==> src/design/tbtk_pkg.sv <==
// Shared constants, codes and types for the twelve-bit top-k and history block.
`timescale 1ns / 1ps

package tbtk_pkg;

	// Store geometry.
	localparam int ENTRY_COUNT = 32;
	localparam int SAMPLE_BITS = 12;
	localparam int IDX_W       = (ENTRY_COUNT > 1) ? $clog2(ENTRY_COUNT) : 1;
	localparam int CNT_W       = $clog2(ENTRY_COUNT + 1);

	// Command queue between the front and back ends.
	localparam int QUEUE_DEPTH = 4;
	localparam int QPTR_W      = $clog2(QUEUE_DEPTH);
	localparam int QCNT_W      = $clog2(QUEUE_DEPTH + 1);

	// Byte masks used when unpacking a triple.
	localparam logic [7:0] HI_NIBBLE_MASK = 8'hF0;
	localparam logic [7:0] LO_NIBBLE_MASK = 8'h0F;

	// Operation codes on the input channel.
	localparam logic OP_PUSH = 1'b0;
	localparam logic OP_DUMP = 1'b1;

	// Section codes on the output channel.
	localparam logic SEC_SORTED  = 1'b0;
	localparam logic SEC_HISTORY = 1'b1;

	// Position of the next byte within a triple.
	typedef enum logic [1:0] {
		PH_FIRST  = 2'd0,
		PH_SECOND = 2'd1,
		PH_THIRD  = 2'd2
	} byte_phase_t;

	// Back end sequencer states.
	typedef enum logic [1:0] {
		BK_IDLE      = 2'd0,
		BK_SORT      = 2'd1,
		BK_RING_ADDR = 2'd2,
		BK_RING_DATA = 2'd3
	} back_state_t;

	// One classified command.
	typedef struct packed {
		logic                   is_dump;
		logic [SAMPLE_BITS-1:0] value;
	} queue_cmd_t;

	// Write side of the queue.
	typedef struct packed {
		logic       valid;
		queue_cmd_t cmd;
	} queue_wr_t;

	// Read side of the queue.
	typedef struct packed {
		logic       valid;
		queue_cmd_t cmd;
	} queue_head_t;

	// Status returned to the front end.
	typedef struct packed {
		logic full;
	} queue_status_t;

endpackage

==> src/design/tbtk_in_if.sv <==
// Input channel: one byte push or dump request per beat.
`timescale 1ns / 1ps

interface tbtk_in_if;
	logic       valid;
	logic       ready;
	logic       operation;
	logic [7:0] data_byte;

	modport source(output valid, output operation, output data_byte, input ready);
	modport sink(input valid, input operation, input data_byte, output ready);
endinterface

==> src/design/tbtk_out_if.sv <==
// Output channel: one dumped value per beat.
`timescale 1ns / 1ps

interface tbtk_out_if;
	logic        valid;
	logic        ready;
	logic [11:0] sample_value;
	logic        section;
	logic        last_of_run;

	modport source(output valid, output sample_value, output section, output last_of_run,
		input ready);
	modport sink(input valid, input sample_value, input section, input last_of_run,
		output ready);
endinterface

==> src/design/tbtk_ram.sv <==
// Generic single-write, single-read RAM with registered read data.
`timescale 1ns / 1ps

module tbtk_ram #(
	parameter int WIDTH = 12,
	parameter int DEPTH = 32
) (
	input  logic                                        clk,
	input  logic                                        wr_en,
	input  logic [((DEPTH > 1) ? $clog2(DEPTH) : 1)-1:0] wr_addr,
	input  logic [WIDTH-1:0]                            wr_data,
	input  logic [((DEPTH > 1) ? $clog2(DEPTH) : 1)-1:0] rd_addr,
	output logic [WIDTH-1:0]                            rd_data
);

	logic [WIDTH-1:0] mem_q [DEPTH];

	// Write port and registered read port.
	always_ff @(posedge clk) begin
		if (wr_en) begin
			mem_q[wr_addr] <= wr_data;
		end
		rd_data <= mem_q[rd_addr];
	end

endmodule

==> src/design/tbtk_front.sv <==
// Front end: accepts input beats, unpacks 12-bit values and issues commands.
`timescale 1ns / 1ps

module tbtk_front import tbtk_pkg::*; (
	input  logic          clk,
	input  logic          arst_n,
	tbtk_in_if.sink       req,
	input  queue_status_t q_status,
	output queue_wr_t     q_wr
);

	byte_phase_t phase_q, phase_d;
	logic [7:0]  held_q, held_d;
	logic [3:0]  nib_q, nib_d;
	logic        accept;

	// Take a beat whenever the queue can hold what it may produce.
	assign req.ready = !q_status.full;
	assign accept    = req.valid && req.ready;

	// Classify the beat and assemble values from the byte triple.
	always_comb begin
		phase_d   = phase_q;
		held_d    = held_q;
		nib_d     = nib_q;
		q_wr      = '0;
		if (accept) begin
			if (req.operation == OP_DUMP) begin
				q_wr.valid       = 1'b1;
				q_wr.cmd.is_dump = 1'b1;
			end else begin
				case (phase_q)
					PH_SECOND: begin
						q_wr.valid     = 1'b1;
						q_wr.cmd.value = {held_q, 4'((req.data_byte & HI_NIBBLE_MASK) >> 4)};
						nib_d          = 4'(req.data_byte & LO_NIBBLE_MASK);
						phase_d        = PH_THIRD;
					end
					PH_THIRD: begin
						q_wr.valid     = 1'b1;
						q_wr.cmd.value = {nib_q, req.data_byte};
						phase_d        = PH_FIRST;
					end
					default: begin
						held_d  = req.data_byte;
						phase_d = PH_SECOND;
					end
				endcase
			end
		end
	end

	// Unpacking state.
	always_ff @(posedge clk or negedge arst_n) begin
		if (!arst_n) begin
			phase_q <= PH_FIRST;
			held_q  <= '0;
			nib_q   <= '0;
		end else begin
			phase_q <= phase_d;
			held_q  <= held_d;
			nib_q   <= nib_d;
		end
	end

endmodule

==> src/design/tbtk_queue.sv <==
// Short command queue that decouples the front end from the back end.
`timescale 1ns / 1ps

module tbtk_queue import tbtk_pkg::*; (
	input  logic          clk,
	input  logic          arst_n,
	input  queue_wr_t     q_wr,
	input  logic          pop,
	output queue_status_t q_status,
	output queue_head_t   head
);

	queue_cmd_t        entry_q [QUEUE_DEPTH];
	logic [QPTR_W-1:0] wr_ptr_q, rd_ptr_q;
	logic [QCNT_W-1:0] fill_q;
	logic              do_push, do_pop;

	assign q_status.full = (fill_q == QCNT_W'(QUEUE_DEPTH));
	assign head.valid    = (fill_q != '0);
	assign head.cmd      = entry_q[rd_ptr_q];
	assign do_push       = q_wr.valid && !q_status.full;
	assign do_pop        = pop && head.valid;

	// Entry storage.
	always_ff @(posedge clk) begin
		if (do_push) begin
			entry_q[wr_ptr_q] <= q_wr.cmd;
		end
	end

	// Pointers and fill level.
	always_ff @(posedge clk or negedge arst_n) begin
		if (!arst_n) begin
			wr_ptr_q <= '0;
			rd_ptr_q <= '0;
			fill_q   <= '0;
		end else begin
			if (do_push) begin
				wr_ptr_q <= (wr_ptr_q == QPTR_W'(QUEUE_DEPTH - 1)) ? '0 : wr_ptr_q + 1'b1;
			end
			if (do_pop) begin
				rd_ptr_q <= (rd_ptr_q == QPTR_W'(QUEUE_DEPTH - 1)) ? '0 : rd_ptr_q + 1'b1;
			end
			if (do_push && !do_pop) begin
				fill_q <= fill_q + 1'b1;
			end else if (do_pop && !do_push) begin
				fill_q <= fill_q - 1'b1;
			end
		end
	end

endmodule

==> src/design/tbtk_back.sv <==
// Back end: shift-insert sorted store, history ring and dump sequencer.
`timescale 1ns / 1ps

module tbtk_back import tbtk_pkg::*; (
	input  logic        clk,
	input  logic        arst_n,
	input  queue_head_t head,
	output logic        pop,
	tbtk_out_if.source  rsp
);

	back_state_t            state_q, state_d;
	logic [SAMPLE_BITS-1:0] sorted_q [ENTRY_COUNT];
	logic [SAMPLE_BITS-1:0] sorted_ext [ENTRY_COUNT+1];
	logic [SAMPLE_BITS-1:0] sorted_next [ENTRY_COUNT];
	logic [ENTRY_COUNT:0]   gt;
	logic [IDX_W-1:0]       head_q;
	logic [CNT_W-1:0]       count_q;
	logic [IDX_W-1:0]       sort_idx_q;
	logic [IDX_W-1:0]       ring_i_q;
	logic [IDX_W:0]         ring_sum;
	logic [IDX_W:0]         ring_wrap;
	logic [IDX_W-1:0]       ring_addr;
	logic [SAMPLE_BITS-1:0] ring_data;
	logic                   ring_last;
	logic                   sorted_ok;

	logic                   out_valid_q;
	logic [SAMPLE_BITS-1:0] out_value_q;
	logic                   out_sec_q;
	logic                   out_last_q;
	logic                   out_free;

	logic                   ins_en;
	logic                   sort_start;
	logic                   sort_adv;
	logic                   ring_clr;
	logic                   ring_adv;
	logic                   out_load;
	logic [SAMPLE_BITS-1:0] out_value_d;
	logic                   out_sec_d;
	logic                   out_last_d;

	assign rsp.valid        = out_valid_q;
	assign rsp.sample_value = out_value_q;
	assign rsp.section      = out_sec_q;
	assign rsp.last_of_run  = out_last_q;
	assign out_free         = !out_valid_q || rsp.ready;

	// Compare the incoming value against every entry; the hits form a prefix.
	always_comb begin
		for (int p = 0; p < ENTRY_COUNT; p++) begin
			sorted_ext[p] = sorted_q[p];
			gt[p]         = head.cmd.value > sorted_q[p];
		end
		sorted_ext[ENTRY_COUNT] = '0;
		gt[ENTRY_COUNT]         = 1'b0;
		for (int p = 0; p < ENTRY_COUNT; p++) begin
			if (gt[p+1]) begin
				sorted_next[p] = sorted_ext[p+1];
			end else if (gt[p]) begin
				sorted_next[p] = head.cmd.value;
			end else begin
				sorted_next[p] = sorted_q[p];
			end
		end
	end

	// Ring address for the current history result, oldest first.
	always_comb begin
		ring_sum  = {1'b0, head_q} + {1'b0, ring_i_q};
		ring_wrap = ring_sum - (IDX_W+1)'(ENTRY_COUNT);
		if (count_q != CNT_W'(ENTRY_COUNT)) begin
			ring_addr = ring_i_q;
		end else if (ring_sum >= (IDX_W+1)'(ENTRY_COUNT)) begin
			ring_addr = ring_wrap[IDX_W-1:0];
		end else begin
			ring_addr = ring_sum[IDX_W-1:0];
		end
		ring_last = (CNT_W'(ring_i_q) == count_q - CNT_W'(1));
	end

	tbtk_ram #(
		.WIDTH(SAMPLE_BITS),
		.DEPTH(ENTRY_COUNT)
	) u_ring (
		.clk     (clk),
		.wr_en   (ins_en),
		.wr_addr (head_q),
		.wr_data (head.cmd.value),
		.rd_addr (ring_addr),
		.rd_data (ring_data)
	);

	// Sequencer: next state and control.
	always_comb begin
		state_d     = state_q;
		pop         = 1'b0;
		ins_en      = 1'b0;
		sort_start  = 1'b0;
		sort_adv    = 1'b0;
		ring_clr    = 1'b0;
		ring_adv    = 1'b0;
		out_load    = 1'b0;
		out_value_d = sorted_q[sort_idx_q];
		out_sec_d   = SEC_SORTED;
		out_last_d  = 1'b0;
		case (state_q)
			BK_IDLE: begin
				if (head.valid) begin
					pop = 1'b1;
					if (!head.cmd.is_dump) begin
						ins_en = 1'b1;
					end else if (count_q != '0) begin
						sort_start = 1'b1;
						state_d    = BK_SORT;
					end
				end
			end
			BK_SORT: begin
				if (out_free) begin
					out_load = 1'b1;
					if (sort_idx_q == IDX_W'(ENTRY_COUNT - 1)) begin
						ring_clr = 1'b1;
						state_d  = BK_RING_ADDR;
					end else begin
						sort_adv = 1'b1;
					end
				end
			end
			BK_RING_ADDR: begin
				state_d = BK_RING_DATA;
			end
			BK_RING_DATA: begin
				out_value_d = ring_data;
				out_sec_d   = SEC_HISTORY;
				out_last_d  = ring_last;
				if (out_free) begin
					out_load = 1'b1;
					if (ring_last) begin
						state_d = BK_IDLE;
					end else begin
						ring_adv = 1'b1;
						state_d  = BK_RING_ADDR;
					end
				end
			end
			default: begin
				state_d = BK_IDLE;
			end
		endcase
	end

	// Sorted store, ring pointer, count and sequencer registers.
	always_ff @(posedge clk or negedge arst_n) begin
		if (!arst_n) begin
			state_q    <= BK_IDLE;
			head_q     <= '0;
			count_q    <= '0;
			sort_idx_q <= '0;
			ring_i_q   <= '0;
			for (int p = 0; p < ENTRY_COUNT; p++) begin
				sorted_q[p] <= '0;
			end
		end else begin
			state_q <= state_d;
			if (ins_en) begin
				for (int p = 0; p < ENTRY_COUNT; p++) begin
					sorted_q[p] <= sorted_next[p];
				end
				head_q <= (head_q == IDX_W'(ENTRY_COUNT - 1)) ? '0 : head_q + 1'b1;
				if (count_q != CNT_W'(ENTRY_COUNT)) begin
					count_q <= count_q + 1'b1;
				end
			end
			if (sort_start) begin
				sort_idx_q <= IDX_W'(CNT_W'(ENTRY_COUNT) - count_q);
			end else if (sort_adv) begin
				sort_idx_q <= sort_idx_q + 1'b1;
			end
			if (ring_clr) begin
				ring_i_q <= '0;
			end else if (ring_adv) begin
				ring_i_q <= ring_i_q + 1'b1;
			end
		end
	end

	// Output register: holds a beat until the sink takes it.
	always_ff @(posedge clk or negedge arst_n) begin
		if (!arst_n) begin
			out_valid_q <= 1'b0;
		end else if (out_load) begin
			out_valid_q <= 1'b1;
		end else if (rsp.ready) begin
			out_valid_q <= 1'b0;
		end
	end

	always_ff @(posedge clk) begin
		if (out_load) begin
			out_value_q <= out_value_d;
			out_sec_q   <= out_sec_d;
			out_last_q  <= out_last_d;
		end
	end

	// The store must stay in ascending order.
	always_comb begin
		sorted_ok = 1'b1;
		for (int p = 1; p < ENTRY_COUNT; p++) begin
			if (sorted_q[p-1] > sorted_q[p]) begin
				sorted_ok = 1'b0;
			end
		end
	end

	a_sorted_order: assert property (@(posedge clk) disable iff (!arst_n)
		sorted_ok)
		else $error("sorted store lost ascending order");

	a_count_bound: assert property (@(posedge clk) disable iff (!arst_n)
		count_q <= CNT_W'(ENTRY_COUNT))
		else $error("value count above store depth");

	a_dump_nonempty: assert property (@(posedge clk) disable iff (!arst_n)
		(state_q != BK_IDLE) |-> (count_q != '0))
		else $error("dump running with no values kept");

	a_ring_in_range: assert property (@(posedge clk) disable iff (!arst_n)
		(state_q == BK_RING_ADDR || state_q == BK_RING_DATA) |->
		(CNT_W'(ring_i_q) < count_q))
		else $error("history index beyond kept values");

	a_last_ends_dump: assert property (@(posedge clk) disable iff (!arst_n)
		(out_load && out_last_d) |=> (state_q == BK_IDLE))
		else $error("flagged final beat did not end the dump");

endmodule

==> src/design/twelve_bit_top_k_and_history.sv <==
// Top level of the twelve-bit top-k and recent-history block.
`timescale 1ns / 1ps

// Bytes enter on req, three bytes packing two big-endian 12-bit values; a
// beat with operation set is a dump request. The front end takes one beat per
// cycle while its four-entry command queue has room. The back end retires one
// completed value per cycle while no dump is running: it writes the value into
// a 32-entry history ring memory and inserts it into a 32-entry ascending store
// of the largest values through a shift-insert register chain. A dump of
// n = min(values seen, 32) returns, on rsp, n sorted values at one per cycle
// while the sink is ready, and then n history values oldest first, each read
// through the registered read port of the ring memory; later commands wait in
// the queue until it finishes. The final beat of a dump carries last_of_run. A
// dump with no values seen returns nothing, and a pending partial triple is
// left pending. No clearing pass runs after reset.
module twelve_bit_top_k_and_history import tbtk_pkg::*; (
	input logic        clk,
	input logic        arst_n,
	tbtk_in_if.sink    req,
	tbtk_out_if.source rsp
);

	queue_wr_t     q_wr;
	queue_status_t q_status;
	queue_head_t   q_head;
	logic          q_pop;

	tbtk_front u_front (
		.clk      (clk),
		.arst_n   (arst_n),
		.req      (req),
		.q_status (q_status),
		.q_wr     (q_wr)
	);

	tbtk_queue u_queue (
		.clk      (clk),
		.arst_n   (arst_n),
		.q_wr     (q_wr),
		.pop      (q_pop),
		.q_status (q_status),
		.head     (q_head)
	);

	tbtk_back u_back (
		.clk    (clk),
		.arst_n (arst_n),
		.head   (q_head),
		.pop    (q_pop),
		.rsp    (rsp)
	);

endmodule
==> src/flat_wrapper.sv <==
// flat-port wrapper written by rule: the top's interface ports become plain ports
module twelve_bit_top_k_and_history_flat import tbtk_pkg::*;
  (clk, arst_n, req_valid, req_operation, req_data_byte, req_ready, rsp_valid, rsp_sample_value, rsp_section, rsp_last_of_run, rsp_ready);
  tbtk_in_if req_i ();
  tbtk_out_if rsp_i ();
  input logic clk;
  input logic arst_n;
  input wire logic [$bits(req_i.valid)-1:0] req_valid;
  input wire logic [$bits(req_i.operation)-1:0] req_operation;
  input wire logic [$bits(req_i.data_byte)-1:0] req_data_byte;
  output wire logic [$bits(req_i.ready)-1:0] req_ready;
  output wire logic [$bits(rsp_i.valid)-1:0] rsp_valid;
  output wire logic [$bits(rsp_i.sample_value)-1:0] rsp_sample_value;
  output wire logic [$bits(rsp_i.section)-1:0] rsp_section;
  output wire logic [$bits(rsp_i.last_of_run)-1:0] rsp_last_of_run;
  input wire logic [$bits(rsp_i.ready)-1:0] rsp_ready;
  assign req_i.valid = req_valid;
  assign req_i.operation = req_operation;
  assign req_i.data_byte = req_data_byte;
  assign req_ready = req_i.ready;
  assign rsp_valid = rsp_i.valid;
  assign rsp_sample_value = rsp_i.sample_value;
  assign rsp_section = rsp_i.section;
  assign rsp_last_of_run = rsp_i.last_of_run;
  assign rsp_i.ready = rsp_ready;
  twelve_bit_top_k_and_history u_core (.clk(clk), .arst_n(arst_n), .req(req_i), .rsp(rsp_i));
endmodule
==> config.mk <==
export PLATFORM = sky130hd
export DESIGN_NAME = twelve_bit_top_k_and_history_flat
export DESIGN_NICKNAME = d
export VERILOG_FILES = /design/src/design/tbtk_pkg.sv /design/src/design/tbtk_in_if.sv /design/src/design/tbtk_out_if.sv /design/src/design/tbtk_ram.sv /design/src/design/tbtk_front.sv /design/src/design/tbtk_queue.sv /design/src/design/tbtk_back.sv /design/src/design/twelve_bit_top_k_and_history.sv /design/src/flat_wrapper.sv
export SDC_FILE = /design/constraint.sdc
export NUM_CORES = 2
export LEC_CHECK = 0
export BUFFER_PORTS_ARGS = -buffer_cell sky130_fd_sc_hd__buf_2
export CAP_MARGIN = 40
export CORE_MARGIN = 10
export CORE_UTILIZATION = 55
export CTS_CLUSTER_SIZE = 12
export DETAILED_ROUTE_END_ITERATION = 7
export PLACE_DENSITY = 0.75
export SYNTH_ARGS = -nofsm -noshare
export SYNTH_HDL_FRONTEND = slang
export SYNTH_SLANG_ARGS = --single-unit
==> constraint.sdc <==
create_clock -name clk -period 9.65 [get_ports clk]
set_input_delay 0.965 -clock clk [delete_from_list [all_inputs] [get_ports clk]]
set_output_delay 0.965 -clock clk [all_outputs]
set_load 0.01 [all_outputs]
======== Yosys cells after proc, flatten, opt, wreduce, memory -nomap -nowiden ========
Memory sizes are Yosys's and may differ from the RTL's. A register that Yosys moved wholly into a read port is not among the register bits.
Index checks and enable logic that the tools add are counted.
word-level totals
  flip-flop bits (word level) ............. 443
  RAM bits ................................ 436
  output and inout bits ................... 16
  input port bits ......................... 13
  memories ................................ 2
  word-level logic and storage cells ...... 322
operators by class
  magnitude comparators ................... 34
  reductions and logical operators ........ 87
  mux-type cells .......................... 119
  add/subtract/negate cells ............... 12
  bitwise logic cells ..................... 3
  equal/unequal tests ..................... 18
memories
  memory                      words  bits a word  read ports  clocked after memory_dff  write ports  RTL line          source
  u_core.u_back.u_ring.mem_q  32     12           1           1                         1            tbtk_ram.sv:16    logic [WIDTH-1:0] mem_q [DEPTH];
  u_core.u_queue.entry_q      4      13           1           0                         1            tbtk_queue.sv:13  queue_cmd_t entry_q [QUEUE_DEPTH];
operators with widths
  operator               count
  $mux W12               66
  $gt A12 B12 Y1         32
  $reduce_bool A2 Y1     35
  $reduce_and A2 Y1      34
  $bmux W12 S5           1
  $mux W5                7
  $mux W1                30
  $pmux W12 S2           1
  $mux W2                9
  $add A5 B1 Y5 const B  3
  $mux W14               1
  $ge A6 B6 Y1 const B   2
  $eq A2 B2 Y1 const B   5
  $eq A5 B5 Y1 const B   2
  $ne A2 B2 Y1 const B   5
  $pmux W2 S4            1
  $add A5 B5 Y6          1
  $add A6 B1 Y6 const B  1
  $eq A5 B6 Y1           1
  $mux W3                2
  $ne A6 B6 Y1 const B   1
  $not A5 Y6             1
  $reduce_and A3 Y1      2
  $reduce_and A6 Y1      1
  other kinds (18)       29

======== Longest topological paths before layout ========
  word-level depth ........................ 10
  gate-level depth with buffers ........... 18
  mapped depth without buffers ............ 12

======== Hierarchy ========
From an unflattened synthesis, not the netlist that was laid out.
second synthesis, totals
  cell total of the unflattened synthesis .. 4672
  area total of the unflattened synthesis .. 52132.5 um^2
modules (own cells, without submodules)
  module      seq. area each (um^2)  times used  area each (um^2)  cells an instance
  tbtk_back   10630.2                1           33544.7           3630
  tbtk_ram    11771.3                1           15468.6           868
  tbtk_queue  1736.7                 1           2341.0            105
  tbtk_front  350.3                  1           778.2             69

======== Worst setup path after synthesis ========
No wires, ideal clock.
  path type ............................... register to register
  from .................................... register u_core.u_queue.rd_ptr_q[1]
  to ...................................... register u_core.u_back.sorted_q, in the netlist u_core.u_back.sorted_ext[121]
  stages on the path, launching flop included .. 18
  path slack .............................. 4.640 ns
  path buffers ............................ 5
  clock period less this slack ............ 5.010 ns
  required time ........................... 9.513 ns
  library setup time ...................... 0.137 ns
  data arrival time ....................... 4.873 ns
  cells stage by stage .................... dfrtp_1 > buf_2 > buf_2 > buf_2 > mux2i_1 > nand2_1 > o21ai_0 > inv_1 > clkbuf_1 > ha_1 > a21o_1 > a21o_1 > a21oi_1 > nor2_1 > o31ai_1 > a21oi_1 > buf_2 > a2bb2oi_1
RTL lines
  item                             RTL line          source
  from (decl)                      tbtk_queue.sv:14  logic [QPTR_W-1:0] wr_ptr_q, rd_ptr_q;
  from (signal assigned)           tbtk_queue.sv:42  rd_ptr_q <= (rd_ptr_q == QPTR_W'(QUEUE_DEPTH - 1)) ? '0 : rd_ptr_q + 1'b1;
  to (signal, indexed assignment)  tbtk_back.sv:169  sorted_q[p] <= sorted_next[p];
  to (decl)                        tbtk_back.sv:13   logic [SAMPLE_BITS-1:0] sorted_q [ENTRY_COUNT];

======== Worst setup path in the final report ========
  from .................................... register u_core.u_queue.rd_ptr_q[1]
  to ...................................... register u_core.u_back.sorted_q, in the netlist u_core.u_back.sorted_ext[384]
on the way
  longest elaborated chain between the ends .. 5
  elaborated cells on any way between the ends .. 10
  classes of those cells .................. order compare: 2; mux: 5; reduce/logical: 2; memory: 1
ends and longest elaborated chain
  item
  $mem_v2 Z4 W13 (*)
  branches (longest 4 deep; another with $gt A12 B12 Y1)
Every way passes the cells marked *. The select of a mux whose other input is x is not followed.
A chain may end at the register's enable or synchronous reset.

==> results.yml <==
cts:
  clk_latency_ns: 0.71
  clockRootBuffer: "clkbuf_16"
  cts_resized: 0
  cts_tree: "yes"
  holdBufCountCts: 0
  path_clk_slew_ns: 0.06
  clockBufferDepth: 3
  cts_sinks: 891
  ctsHtreeMaxLevel: 3
  cts_inserted_buffers: 94
  postCtsSetupBuffers: 0
sta:
  grt_setup_unrepaired: "no"
  period_share_pct: 63.75
  setup_viol: 0
  finClkSkew_ns: 0.06183
  slew_viol_final: 0
  hold_viol: 0
  max_freq_mhz: 162.6
  tightest_slew_ns: 1.030
  tns_ns: 0
  slew_headroom_pct: 31.30
  period_needed_ns: 6.152
power_and_ir_drop:
  ir_drop_mv: 0.2515
  combPwrFrac_pct: 57.8
  switching_power_w: 0.01081
  power.internal_w: 0.01218
  pwr-share-clk_pct: 15.3
  power_leakage_nw: 23.41
  powerDensity_nw_per_um2: 400.7
  p_sw_share_pct: 47.02
  pwr-share-seq_pct: 27.0
drt:
  first_iter_violations: 4578
  avgViaCountPerCell: 6.663
  dr_total_vias: 40070
  first_pass_iters: 6
  drc: 0
  wl_per_cell_microns: 25.23
  ant_nets: 0
  wirelength_mm: 151.7
layout:
  layout_common_cells: "edfxtp_1, dfrtp_1, ha_1"
  finish.utilization_pct: 60.57
  nNetsFinal: 5105
  layout_commonest_cell: "edfxtp_1"
  final_area_sq_um: 57380
  final_cells: 6014
  syn_to_final_growth_pct: 9.569
  drive_above_1_share_pct: 12.30
yosys:
  synth_top_area_share_pct: 25.81
  netlist_instances: 4727
  async_reset_ff_share_pct: 48.15
  netlist_area_sq_um: 52370
  synth_area_leader_cell: "edfxtp_1"
  synthFlopType: "edfxtp_1"
  yosys_warnings: 0
  syn_nets: 5150
  ys_types: 61
  synthTopCellsByArea: "edfxtp_1, dfrtp_1, ha_1"
  ys_seq_elements: 891
  syn_avg_cell_area_sq_um: 11.08
  synth_edf_count: 450
  ys_seq_area_share_pct: 46.76
place:
  dp_hpwl_mm: 99.42
  io_buffers: 28
  gp_congestion: 0.9466
  dp.cells: 5851
  post_dp_cell_area_sq_um: 54420
global_route:
  grt_max_degree: 193
  grt_use_met2_pct: 42.87
  antenna_found_initial: 2
  met3_usage_pct: 5.942
  use_met1_pct: 36.70
  grt_busiest_layer: "met2"
  grt_pass1_wl_mm: 235.5
  first_global_vias: 40030
  overflow: 0
  grt_usage_pct: 27.74
die:
  die_y_microns: 328.6
  dieArea_sq_um: 108000
  dieWidth_microns: 328.6
  start_util_pct: 55.28
  pin_count: 29
  row_count: 113
  core_area_sq_um: 94730
critical_path:
  crit_type: "reg -> reg"
  cp_max_fo: 47
  rr_worst_depth: 14
  worstSetupEndpointType: "register"
  worst-endpoint-required_ns: 10.23
  crit_arrival_ns: 6.73
  startpoint_type: "register"
status:
  status: "finished clean"
run:
  max_cap_violations: 0
hold_path:
  min_path_type: "in -> async"
worst max-delay path: stages, from the launching register on:
cell and delay (ns):
dfrtp_1 0.58, buf_4 0.36, mux2_2 0.38, o21ai_2 0.10, buf_4 0.47, clkinv_2 0.73, buf_4 0.62, ha_1 0.41
a21o_1 0.16, a21oi_1 0.14, or2_2 0.13, nand3_1 0.42, a32oi_1 0.81, buf_4 0.34, mux2_2 0.35
registers in the layout, indices dropped and copies added (netlist names), 3 cells and up:
register and cells:
u_core.u_back.count_q 6, u_core.u_back.head_q 5, u_core.u_back.ring_i_q 5, u_core.u_back.rsp.sample_value 12
u_core.u_back.sort_idx_q 5, u_core.u_back.sorted_ext 384, u_core.u_back.u_ring.mem_q 384, u_core.u_back.u_ring.rd_data 12
u_core.u_front.held_q 8, u_core.u_front.nib_q 4, u_core.u_queue.entry_q 52, u_core.u_queue.fill_q 3
synth_stat cells (81+ instances only):
library cell / number
a21o_1: 94
a21oi_1: 191
a221oi_1: 96
buf_2: 81
clkbuf_1: 207
dfrtp_1: 429
edfxtp_1: 450
ha_1: 408
inv_1: 419
mux2i_1: 403
mux4_2: 121
nand2_1: 372
nand3_1: 220
nand4_1: 96
nor2_1: 87
nor3_1: 261
o21ai_0: 85
o221ai_1: 213
routing by layer:
layer	part of all wire [%]	up-vias
met5	0.014	-
met4	5.7	4
met3	9.7	493
met2	45	2032
met1	40	19830
li1	-	17710
through the flow:
stage               setup slack (ns)  hold slack (ns)  total power (W)
CTS                            3.701           0.3917          0.02266
finish                         3.498           0.3518          0.02299
detailed placement             3.717           0.4855          0.01908
floorplan                      4.640           0.4547          0.01494
global placement               3.455           0.4772          0.01854
global route                   3.296           0.4155          0.02435
final timing paths:
| check | start | end | slack [ns] |
|---|---|---|---|
| setup reg to reg | u_core.u_queue.rd_ptr_q[1] | u_core.u_back.sorted_ext[384] | 3.50 |
| max in group asynchronous | arst_n | u_core.u_back.sorted_ext[313] | 7.22 |
| hold / removal | arst_n | u_core.u_front.phase_q[0] | 0.35 |
| hold reg to reg | u_core.u_queue.fill_q[2] | u_core.u_queue.fill_q[2] | 0.49 |
| setup / recovery | u_core.u_queue.rd_ptr_q[1] | u_core.u_back.sorted_ext[384] | 3.50 |
| min in group clk | u_core.u_queue.fill_q[2] | u_core.u_queue.fill_q[2] | 0.49 |
power groups by stage:
stage | sequential, W | combinational (W) | clock [W]
floorplan | 0.00571 | 0.00923 | 0
global placement | 0.00619 | 0.0124 | 0
detailed placement | 0.00620 | 0.0129 | 0
CTS | 0.00614 | 0.0130 | 0.00354
global route | 0.00625 | 0.0144 | 0.00369
finish | 0.00620 | 0.0133 | 0.00351
cell type report:
| cell class | instances | area [sq um] |
|---|---|---|
| fill | 7507 | 37350 |
| multi-input combinational | 3083 | 25210 |
| sequential | 891 | 24500 |
| clock buffer | 137 | 2625 |
| inverter | 419 | 1587 |
| tap | 1265 | 1583 |
| timing repair buffer | 193 | 1544 |
| clock inverter | 24 | 327.8 |
| antenna | 2 | 5.005 |
logic make-up (layout without fill, tap and decap cells):
| kind of cell | count (synthesis) | count (layout) | share of synthesized area (%) |
|---|---|---|---|
| AND/OR/NAND/NOR | 1182 | 1182 | 10.85 |
| other | 0 | 2 | 0 |
| flip-flops | 891 | 891 | 46.76 |
| AO/OA/AOI/OAI | 897 | 897 | 12.50 |
| XOR/XNOR | 21 | 21 | 0.3512 |
| multiplexers | 573 | 573 | 13.98 |
| buffers and inverters | 753 | 773 | 5.727 |
| adder cells (fa/ha/maj) | 410 | 410 | 9.825 |
Note: power is estimated with default switching activity, not from simulation.
